`src/rtl/brq_pkg.sv`:
```
// Shared types, constants and helpers for the byte ring queue with peek.
package brq_pkg;

	// field widths
	localparam int unsigned BYTE_W = 8;
	localparam int unsigned CNT_W  = 9;
	localparam int unsigned IDX_W  = 9;
	localparam int unsigned FUNC_W = 3;
	localparam int unsigned CFG_IDX_W = 1;
	localparam int unsigned CFG_DATA_W = 9;
	localparam int unsigned OFF_W  = 8;

	// operation codes
	typedef enum logic [FUNC_W-1:0] {
		FN_ENQ     = 3'd0,
		FN_DEQ     = 3'd1,
		FN_PEEK    = 3'd2,
		FN_CLEAR   = 3'd3,
		FN_REWIND  = 3'd4,
		FN_COMMIT  = 3'd5,
		FN_RESTORE = 3'd6
	} func_t;

	// configuration register indexes
	typedef enum logic [CFG_IDX_W-1:0] {
		REG_OVERWRITE = 1'b0,
		REG_SIZE      = 1'b1
	} cfg_reg_t;

	// buffer access for one operation
	typedef struct packed {
		logic              we;
		logic [IDX_W-1:0]  waddr;
		logic [BYTE_W-1:0] wdata;
		logic              re;
		logic [IDX_W-1:0]  raddr;
	} mem_req_t;

	// status reported with each result
	typedef struct packed {
		logic              ok;
		logic              rd_en;
		logic [CNT_W-1:0]  fill;
		logic [CNT_W-1:0]  free;
		logic              q_empty;
		logic              p_empty;
		logic [OFF_W-1:0]  p_off;
	} status_t;

	// clamp a requested size to 1..depth
	function automatic logic [CNT_W-1:0] eff_size(input logic [CNT_W-1:0] qs,
			input int unsigned depth);
		logic [CNT_W-1:0] r;
		if (qs == '0) begin
			r = CNT_W'(1);
		end else if (32'(qs) > depth) begin
			r = CNT_W'(depth);
		end else begin
			r = qs;
		end
		return r;
	endfunction

endpackage

```
`src/rtl/brq_ram.sv`:
```
// Generic single-clock RAM with one write port and a registered read port.
module brq_ram #(
	parameter int unsigned WIDTH = 8,
	parameter int unsigned DEPTH = 256
) (
	input  logic                     clk,
	input  logic                     we,
	input  logic [$clog2(DEPTH)-1:0] waddr,
	input  logic [WIDTH-1:0]         wdata,
	input  logic                     re,
	input  logic [$clog2(DEPTH)-1:0] raddr,
	output logic [WIDTH-1:0]         rdata
);

	logic [WIDTH-1:0] mem [DEPTH];

	// write port
	always_ff @(posedge clk) begin
		if (we) begin
			mem[waddr] <= wdata;
		end
	end

	// registered read
	always_ff @(posedge clk) begin
		if (re) begin
			rdata <= mem[raddr];
		end
	end

endmodule

```
`src/rtl/brq_ctrl.sv`:
```
// Pointer and count state, configuration registers and per-operation update.
module brq_ctrl import brq_pkg::*; #(
	parameter int unsigned DEPTH = 256
) (
	input  logic                  clk,
	input  logic                  arst_n,
	input  logic                  accept,
	input  logic [FUNC_W-1:0]     func,
	input  logic [BYTE_W-1:0]     data_byte,
	input  logic [CNT_W-1:0]      restore_count,
	input  logic                  cfg_we,
	input  logic [CFG_IDX_W-1:0]  cfg_index,
	input  logic [CFG_DATA_W-1:0] cfg_data,
	output mem_req_t              mem_req,
	output status_t               status
);

	logic             ow_q;
	logic [CNT_W-1:0] size_q;
	logic [IDX_W-1:0] head_q, tail_q, peek_q;
	logic [CNT_W-1:0] held_q, prem_q;

	logic [IDX_W-1:0] head_n, tail_n, peek_n;
	logic [CNT_W-1:0] held_n, prem_n;
	logic             ok;
	logic             rd_en;
	logic [IDX_W-1:0] head_adv, tail_adv, peek_adv;
	logic [CNT_W-1:0] r_off;
	logic [IDX_W:0]   r_sum;
	logic [IDX_W-1:0] r_idx;
	logic [IDX_W-1:0] off_full;
	logic             full;
	func_t            fn;

	// index step with wrap at the current size
	function automatic logic [IDX_W-1:0] adv(input logic [IDX_W-1:0] idx,
			input logic [CNT_W-1:0] sz);
		logic [IDX_W:0] nx;
		nx = {1'b0, idx} + (IDX_W+1)'(1);
		return (nx >= {1'b0, sz}) ? '0 : nx[IDX_W-1:0];
	endfunction

	assign fn       = func_t'(func);
	assign full     = (held_q >= size_q);
	assign head_adv = adv(head_q, size_q);
	assign tail_adv = adv(tail_q, size_q);
	assign peek_adv = adv(peek_q, size_q);

	// restore target: saturated offset, one wrap at most
	assign r_off = (restore_count > held_q) ? held_q : restore_count;
	assign r_sum = {1'b0, head_q} + {1'b0, r_off};
	assign r_idx = (r_sum >= {1'b0, size_q}) ? IDX_W'(r_sum - {1'b0, size_q})
	                                        : r_sum[IDX_W-1:0];

	// next state for the requested operation
	always_comb begin
		head_n = head_q;
		tail_n = tail_q;
		peek_n = peek_q;
		held_n = held_q;
		prem_n = prem_q;
		ok     = 1'b0;
		rd_en  = 1'b0;
		mem_req = '0;
		mem_req.wdata = data_byte;
		unique case (fn)
			FN_ENQ: begin
				if (!full || ow_q) begin
					ok = 1'b1;
					mem_req.we    = 1'b1;
					mem_req.waddr = tail_q;
					tail_n = tail_adv;
					if (full) begin
						// oldest byte dropped, peek rewound
						head_n = head_adv;
						peek_n = head_adv;
						prem_n = held_q;
					end else begin
						held_n = held_q + CNT_W'(1);
						prem_n = prem_q + CNT_W'(1);
					end
				end
			end
			FN_DEQ: begin
				if (held_q != '0) begin
					ok = 1'b1;
					rd_en = 1'b1;
					mem_req.re    = 1'b1;
					mem_req.raddr = head_q;
					head_n = head_adv;
					peek_n = head_adv;
					held_n = held_q - CNT_W'(1);
					prem_n = held_q - CNT_W'(1);
				end
			end
			FN_PEEK: begin
				if (prem_q != '0) begin
					ok = 1'b1;
					rd_en = 1'b1;
					mem_req.re    = 1'b1;
					mem_req.raddr = peek_q;
					peek_n = peek_adv;
					prem_n = prem_q - CNT_W'(1);
				end
			end
			FN_CLEAR: begin
				ok = 1'b1;
				head_n = '0;
				tail_n = '0;
				peek_n = '0;
				held_n = '0;
				prem_n = '0;
			end
			FN_REWIND: begin
				ok = 1'b1;
				peek_n = head_q;
				prem_n = held_q;
			end
			FN_COMMIT: begin
				ok = 1'b1;
				head_n = peek_q;
				held_n = prem_q;
			end
			FN_RESTORE: begin
				ok = 1'b1;
				peek_n = r_idx;
				prem_n = held_q - r_off;
			end
			default: begin
				// unused code: report status only
			end
		endcase
	end

	// peek distance from head, both indexes below size
	assign off_full = (peek_n >= head_n) ? (peek_n - head_n)
	                                     : (IDX_W'(size_q) - head_n + peek_n);

	// status after the operation
	always_comb begin
		status.ok      = ok;
		status.rd_en   = rd_en;
		status.fill    = held_n;
		status.free    = size_q - held_n;
		status.q_empty = (held_n == '0);
		status.p_empty = (prem_n == '0);
		status.p_off   = off_full[OFF_W-1:0];
	end

	// state registers; a size write also empties the queue
	always_ff @(posedge clk or negedge arst_n) begin
		if (!arst_n) begin
			ow_q   <= 1'b0;
			size_q <= eff_size(CNT_W'(256), DEPTH);
			head_q <= '0;
			tail_q <= '0;
			peek_q <= '0;
			held_q <= '0;
			prem_q <= '0;
		end else if (cfg_we) begin
			unique case (cfg_reg_t'(cfg_index))
				REG_OVERWRITE: begin
					ow_q <= cfg_data[0];
				end
				REG_SIZE: begin
					size_q <= eff_size(cfg_data, DEPTH);
					head_q <= '0;
					tail_q <= '0;
					peek_q <= '0;
					held_q <= '0;
					prem_q <= '0;
				end
			endcase
		end else if (accept) begin
			head_q <= head_n;
			tail_q <= tail_n;
			peek_q <= peek_n;
			held_q <= held_n;
			prem_q <= prem_n;
		end
	end

	// invariants of the ring state
	a_held_le_size: assert property (@(posedge clk) disable iff (!arst_n)
		held_q <= size_q) else $error("held count exceeds size");
	a_prem_le_held: assert property (@(posedge clk) disable iff (!arst_n)
		prem_q <= held_q) else $error("peek remaining exceeds held count");
	a_idx_in_range: assert property (@(posedge clk) disable iff (!arst_n)
		(32'(head_q) < 32'(size_q)) && (32'(tail_q) < 32'(size_q))
		&& (32'(peek_q) < 32'(size_q))) else $error("index beyond size");

endmodule

```
`src/rtl/byte_ring_queue_with_peek_core.sv`:
```
// Top level of the byte ring queue with peek cursor.
//
//  channel   handshake                 payload
//  --------  ------------------------  --------------------------------------------
//  command   start, busy (take: !busy) func, data_byte, restore_count
//  result    done (one-cycle strobe)   ok, read_byte, fill_count, free_count,
//                                      queue_empty, peek_empty, peek_offset
//  config    cfg_valid, cfg_ready      cfg_index, cfg_data
//
// One command per cycle while busy is low; its result strobes in the cycle after it is taken,
// aligned with the buffer RAM's registered read.
// A configuration beat holds busy high for that cycle and wins over a command.
// Reset empties the queue, clears overwrite and sets the size to 256, clamped to the depth.
// The result side has no stall: each result is shown for one cycle only.
module byte_ring_queue_with_peek_core import brq_pkg::*; #(
	parameter int unsigned DEPTH = 256
) (
	input  logic                  clk,
	input  logic                  arst_n,
	input  logic                  start,
	output logic                  busy,
	input  logic [FUNC_W-1:0]     func,
	input  logic [BYTE_W-1:0]     data_byte,
	input  logic [CNT_W-1:0]      restore_count,
	output logic                  done,
	output logic                  ok,
	output logic [BYTE_W-1:0]     read_byte,
	output logic [CNT_W-1:0]      fill_count,
	output logic [CNT_W-1:0]      free_count,
	output logic                  queue_empty,
	output logic                  peek_empty,
	output logic [OFF_W-1:0]      peek_offset,
	input  logic                  cfg_valid,
	output logic                  cfg_ready,
	input  logic [CFG_IDX_W-1:0]  cfg_index,
	input  logic [CFG_DATA_W-1:0] cfg_data
);

	localparam int unsigned AW = $clog2(DEPTH);

	logic              accept;
	mem_req_t          mem_req;
	status_t           status;
	status_t           status_s1;
	logic              valid_s1;
	logic [BYTE_W-1:0] rdata;

	// configuration beats take priority over commands
	assign cfg_ready = 1'b1;
	assign busy      = cfg_valid;
	assign accept    = start && !busy;

	brq_ctrl #(
		.DEPTH(DEPTH)
	) u_ctrl (
		.clk          (clk),
		.arst_n       (arst_n),
		.accept       (accept),
		.func         (func),
		.data_byte    (data_byte),
		.restore_count(restore_count),
		.cfg_we       (cfg_valid && cfg_ready),
		.cfg_index    (cfg_index),
		.cfg_data     (cfg_data),
		.mem_req      (mem_req),
		.status       (status)
	);

	// byte buffer
	brq_ram #(
		.WIDTH(BYTE_W),
		.DEPTH(DEPTH)
	) u_ram (
		.clk  (clk),
		.we   (accept && mem_req.we),
		.waddr(AW'(mem_req.waddr)),
		.wdata(mem_req.wdata),
		.re   (accept && mem_req.re),
		.raddr(AW'(mem_req.raddr)),
		.rdata(rdata)
	);

	// result stage, aligned with the RAM read
	always_ff @(posedge clk or negedge arst_n) begin
		if (!arst_n) begin
			valid_s1 <= 1'b0;
		end else begin
			valid_s1 <= accept;
		end
	end

	always_ff @(posedge clk) begin
		if (accept) begin
			status_s1 <= status;
		end
	end

	// result ports
	assign done        = valid_s1;
	assign ok          = status_s1.ok;
	assign read_byte   = status_s1.rd_en ? rdata : '0;
	assign fill_count  = status_s1.fill;
	assign free_count  = status_s1.free;
	assign queue_empty = status_s1.q_empty;
	assign peek_empty  = status_s1.p_empty;
	assign peek_offset = status_s1.p_off;

	// every taken command gives one result on the next cycle
	a_one_result: assert property (@(posedge clk) disable iff (!arst_n)
		done == $past(start && !busy && arst_n)) else $error("result strobe mismatch");
	a_read_needs_ok: assert property (@(posedge clk) disable iff (!arst_n)
		(done && (read_byte != '0)) |-> ok) else $error("byte read on a refused beat");
	a_empty_peek: assert property (@(posedge clk) disable iff (!arst_n)
		(done && queue_empty) |-> peek_empty) else $error("peek left on empty queue");

endmodule
```
`config.mk`:
```
export PLATFORM = sky130hd
export DESIGN_NAME = byte_ring_queue_with_peek_core
export DESIGN_NICKNAME = d
export VERILOG_FILES = /design/src/rtl/brq_pkg.sv /design/src/rtl/brq_ram.sv /design/src/rtl/brq_ctrl.sv /design/src/rtl/byte_ring_queue_with_peek_core.sv
export SDC_FILE = /design/constraint.sdc
export NUM_CORES = 2
export LEC_CHECK = 0
export BUFFER_PORTS_ARGS = -buffer_cell sky130_fd_sc_hd__clkbuf_2
export CORE_ASPECT_RATIO = 1.4
export CORE_MARGIN = 5
export CORE_UTILIZATION = 57
export DETAILED_ROUTE_END_ITERATION = 10
export PLACE_DENSITY = 0.81
export SLEW_MARGIN = 20
export SYNTH_ARGS = -nofsm -noshare
export SYNTH_HDL_FRONTEND = slang
export SYNTH_SLANG_ARGS = --single-unit
```
`constraint.sdc`:
```
create_clock -name clk -period 7.95 [get_ports clk]
set_input_delay 1.1925 -clock clk [delete_from_list [all_inputs] [get_ports clk]]
set_output_delay 1.1925 -clock clk [all_outputs]
set_load 0.02 [all_outputs]
```
# Word-level counts from Yosys, hierarchy flattened
# Memories as Yosys holds them, arrays and structs flattened. A register that Yosys moved wholly into a read port is not among the register bits.
# Index checks and enable logic that the tools add are counted.
[word_totals]
register_bits = 86
ram_bits = 2048
inputBits = 34
output_inout_bits = 40
elab_cells = 118
n_memories = 1
[mem_list]
columns = ["memory", "words", "width", "read_ports", "rd_ports_with_merged_regs", "write_ports", "line", "text"]
rows = [
  ["u_ram.mem", 256, 8, 1, 1, 1, "brq_ram.sv:15", "logic [WIDTH-1:0] mem [DEPTH];"],
]
[classes]
addsub = 14
n_lt_le_gt_ge = 8
n_eq_ne = 8
n_mux = 52
bitwise = 1
n_reduce_logical = 19
[ops]
columns = ["op", "n"]
rows = [
  ["$mux 9", 33],
  ["$pmux 9 s6", 2],
  ["$pmux 9 s4", 2],
  ["$ge 10x9->1", 4],
  ["$mux 10", 4],
  ["$add 9x1->10 const B", 3],
  ["$logic_not 9->1", 3],
  ["$sub 9x9->9", 3],
  ["$pmux 10 s2", 1],
  ["$add 9x1->9 const B", 2],
  ["$ge 9x9->1", 2],
  ["$pmux 9 s2", 1],
  ["$reduce_bool 9->1", 2],
  ["$sub 9x1->9 const B", 2],
  ["$mux 8", 2],
  ["$sub 8x8->8", 2],
  ["$add 9x9->10", 1],
  ["$eq 3x3->1 const B", 3],
  ["$gt 9x9->1", 1],
  ["$gt 9x9->1 const B", 1],
  ["$add 8x8->8", 1],
  ["$eq 3x2->1 const B", 2],
  ["$reduce_and 2->1", 3],
  ["$mux 1", 5],
  ["14 further kinds", 17],
]

# Longest topological paths before layout
[depth]
ltp_word = 9
ltp_mapped = 43
mapped_depth_nobuf = 39

# Modules after synthesis
# From an unflattened synthesis, not the netlist that was laid out.
[unflattened]
cells_unflattened = 5041
area_unflattened_um2 = 90093.9
[by_module_without_submodules]
columns = ["module", "instances", "cells_per_inst", "area_per_inst_um2"]
rows = [
  ["brq_ram", 1, 3733, 79636.4],
  ["brq_ctrl", 1, 1237, 9243.9],
  ["byte_ring_queue_with_peek_core", 1, 71, 1213.7],
]

# Least setup slack after synthesis
# No wires, ideal clock.
[synth_timing]
path_kind = "input-to-reg"
start = "input port restore_count[6]"
end = "register status_s1 (netlist bit peek_offset[7]) (data pin)"
setup_ps = 258
t_arrival_ps = 7883
required_time_ps = 7692
slack_ps = -190
path_stages = 37
n_path_buf = 2
cell_sequence = "ha_1 > a21o_1 > a21o_1 > a21oi_1 > o21ai_0 > o21ai_1 > clkbuf_1 > a21o_1 > ha_1 > a21o_1 > a21oi_1 > o21ai_0 > a2111oi_0 > nor3_1 > xor2_1 > ha_1 > inv_1 > o221ai_1 > a221oi_1 > o41ai_1 > buf_2 > nor2_1 > a21oi_1 > o21ai_0 > a21o_1 > o21ai_0 > fa_1 > inv_1 > ha_1 > a21o_1 > a21oi_1 > o21bai_1 > a21oi_1 > o21ai_0 > xnor2_1 > mux2i_1 > xnor2_1"
[synth_rtl]
columns = ["item", "line", "text"]
rows = [
  ["from (decl)", "byte_ring_queue_with_peek_core.sv:24", "input logic [CNT_W-1:0] restore_count,"],
  ["to (signal assigned)", "byte_ring_queue_with_peek_core.sv:94", "status_s1 <= status;"],
  ["to (decl)", "byte_ring_queue_with_peek_core.sv:44", "status_t status_s1;"],
]

==> results.ini <==
[timing]
period_needed_ps = 7630
timing.final.ws_setup_ps = 318
tns_ps = 0
final-hold-violation-count = 0
tightestPinTransition_ps = 1340
period_share_pct = 96.0
finalSetupViolations = 0
finalMaxSlewViolations = 0
max_freq_ghz = 0.131
skew_ps = 80.3
relSlewSlack_pct = 10.1

[clocking]
numCtsBuffers = 184
clk_pin_slew_ps = 60
cts_tree = built
cts_buffer_depth = 3
htree_levels = 4
clock-sinks = 2142
insertion_delay_ps = 870
cts_root_buf = clkbuf_16
hold_buffers = 0

[setup_path]
arrival_ps = 8190
critPathKind = in2reg
cp.required_ps = 8510
crit_slowest_cell = fa_1
slowest_delay_ps = 450
critPathBufInv = 5
crit_fanout = 5
critPathLaunchType = primary input
cpLargestDelayFamily = compound AO/OA/AOI/OAI gates
crit_path_end_kind = flop

[global_route]
track_usage_pct = 31.0
grt_max_degree = 188
grt_overflow = 0
grt_pass1_vias = 63900
grt_pass1_wl_um = 397000
grt_antenna_before_repair = 6

[floorplanning]
start_util_pct = 57.4
coreArea_um2 = 161000
die_x_um = 350
ios = 74
num_rows = 174
dieArea_um2 = 170000
die_h_um = 486

[synthesis]
ys.flop_type = edfxtp_1
synth_seq_area_share_pct = 69.4
synth.distinct_cells = 93
synth.most_common_cell = edfxtp_1
synth_top_area_share_pct = 67.9
synthArstFlopShare_pct = 2.61
synth_edf_count = 2086
synthTopCellsByCount = 2086 x edfxtp_1, 2068 x nand2_1, 1130 x nand3_1
ys_ff_latch = 2142
synthCells = 7683
synth-warning-count = 0
syn_area_per_cell_um2 = 12.0
synth_nets = 7832
syn-cell-area_um2 = 92200
yosysTopAreaCell = edfxtp_1
synthTopCellsByArea = edfxtp_1 68%, nand2_1 8.4%, nand3_1 6.1%

[final_layout]
utilization_pct = 63.1
area_growth_pct = 9.98
final_area_um2 = 101000
drive_gt1_share_pct = 8.73
layout.nets = 7854
fillers = 11300

[hold_path]
hold_class = reg2reg

[run_status]
status = complete, no violations

[detailed_routing]
first_pass_iters = 10
routed_wirelength_um = 267000
wire_per_inst_um = 26.8
ant_nets = 0
drt_iter0_markers = 10200
drc = 0
vias = 65400
viasPerCell = 6.56

[placed_design]
place.detailed.hpwl_um = 165000
place_area_um2 = 95400
io_buffers = 72
gp_congestion = 0.950
pre_cts_ws_ps = -832

[pwr]
power_uw = 24700
power.density_cell_area_nw_per_um2 = 244
p_leak_uw = 0.0352
ir_drop_uv = 205

[flow_run]
maxCapViolCount = 0

flip-flops by register name (all words and copies together) (netlist names), 8 cells and up:
register and count:
u_ram.mem 2048, fill_count 9, free_count 9, u_ctrl.head_q 9, u_ctrl.held_q 9, u_ctrl.peek_q 9, u_ctrl.prem_q 9, u_ctrl.size_q 9
u_ctrl.tail_q 9, peek_offset 8, u_ram.rdata 8
worst register-to-register path: cells and delay by family (launching register included):
kind | cells | cell delay (ps)
buf+inv | 5 | 670
fa+ha+maj | 6 | 1950
simple gates | 5 | 630
flops | 1 | 390
xor+xnor | 2 | 380
compound gates | 21 | 3320
through the flow:
step | std cells | hold WS, ps
after floorplan | 7683 | 475
after global placement | 9624 | 505
after detailed placement | 9625 | 528
after CTS | 9954 | 541
after global routing | 9961 | 587
final | 9967 | 535
cell families (layout without fill, tap and decap cells):
group                    Yosys count  count (layout)  share of synthesized area [%]
other                              1               8                        0.00407
AND/OR/NAND/NOR                 3847            3847                           18.1
multiplexers                      71              71                          0.899
XOR/XNOR                          74              74                          0.703
AO/OA/AOI/OAI                    809             809                           6.02
buffers and inverters            624             789                           3.23
flip-flops                      2142            2142                           69.4
adder cells (fa/ha/maj)          115             115                           1.66
cell type report:
type                       instances  area (um2)  share of cell area, %
antenna                            7        17.5                 0.0173
sequential                      2142       64000                   63.1
clock buffer                     225        4780                   4.71
inverter                          88         330                  0.326
tap                             2112        2640                   2.61
clock inverter                   104        1060                   1.05
multi-input combinational       4917       25400                   25.1
timing repair buffer             372        3140                   3.09
power breakdown:
part | internal (uW) | switching [uW]
Sequential | 12500 | 139
Clock | 4730 | 4090
Combinational | 1190 | 2100
routing by layer:
layer  global-route usage (%)  up-vias  part of all wire, %
met3                     6.06     1110                   11
li1                         -    28000                    -
met4                     21.4        2                  8.2
met1                     37.7    31500                   33
met2                     50.2     4816                   48
met5                        0        -               0.0060
cell usage in the layout (no fill, tap or decap), types with 13 or more instances in the layout:
master        n
edfxtp_1   2086
nand2_1    2065
nand3_1    1129
nor2_1      350
buf_4       264
clkbuf_16   185
a31oi_1     160
a21oi_1     143
o21ai_0     109
ha_1        102
inv_1        86
and3_1       80
a32oi_1      74
clkbuf_2     64
mux2i_1      57
dfrtp_1      55
clkinv_1     53
xnor2_1      52
nor3_1       50
a21o_1       42
clkbuf_1     40
a41oi_1      37
buf_12       32
nand4_1      30
nand2b_1     28
o22ai_1      28
nor4_1       24
xor2_1       22
nor2b_1      20
clkinv_2     19
o211ai_1     14
o21bai_1     13
or4_1        13
o31ai_1      13
a311oi_1     13
bufinv_16    13
path summary, 6_finish.rpt:
| path | start | end | slack, ps | cells past startpoint |
|---|---|---|---|---|
| max in group asynchronous | arst_n | u_ctrl.prem_q[4] | 6770 | 2 |
| worst max-delay path | restore_count[1] | peek_offset[6] | 320 | 38 |
| worst min register to register | u_ctrl.size_q[1] | u_ctrl.size_q[1] | 530 | 2 |
| min in group asynchronous | arst_n | u_ctrl.size_q[2] | 580 | 2 |
| worst max register to register | u_ctrl.held_q[6] | peek_offset[6] | 370 | 39 |
| worst min-delay path | u_ctrl.size_q[1] | u_ctrl.size_q[1] | 530 | 2 |
timing repair:
action | in CTS | in global routing
gates cloned | 0 | 0
setup endpoints to repair | 1 | 8
gates resized for setup | 1 | 25
buffers inserted | 0 | 5
pin swaps | 0 | 8
(Power assumes the default switching activity.)
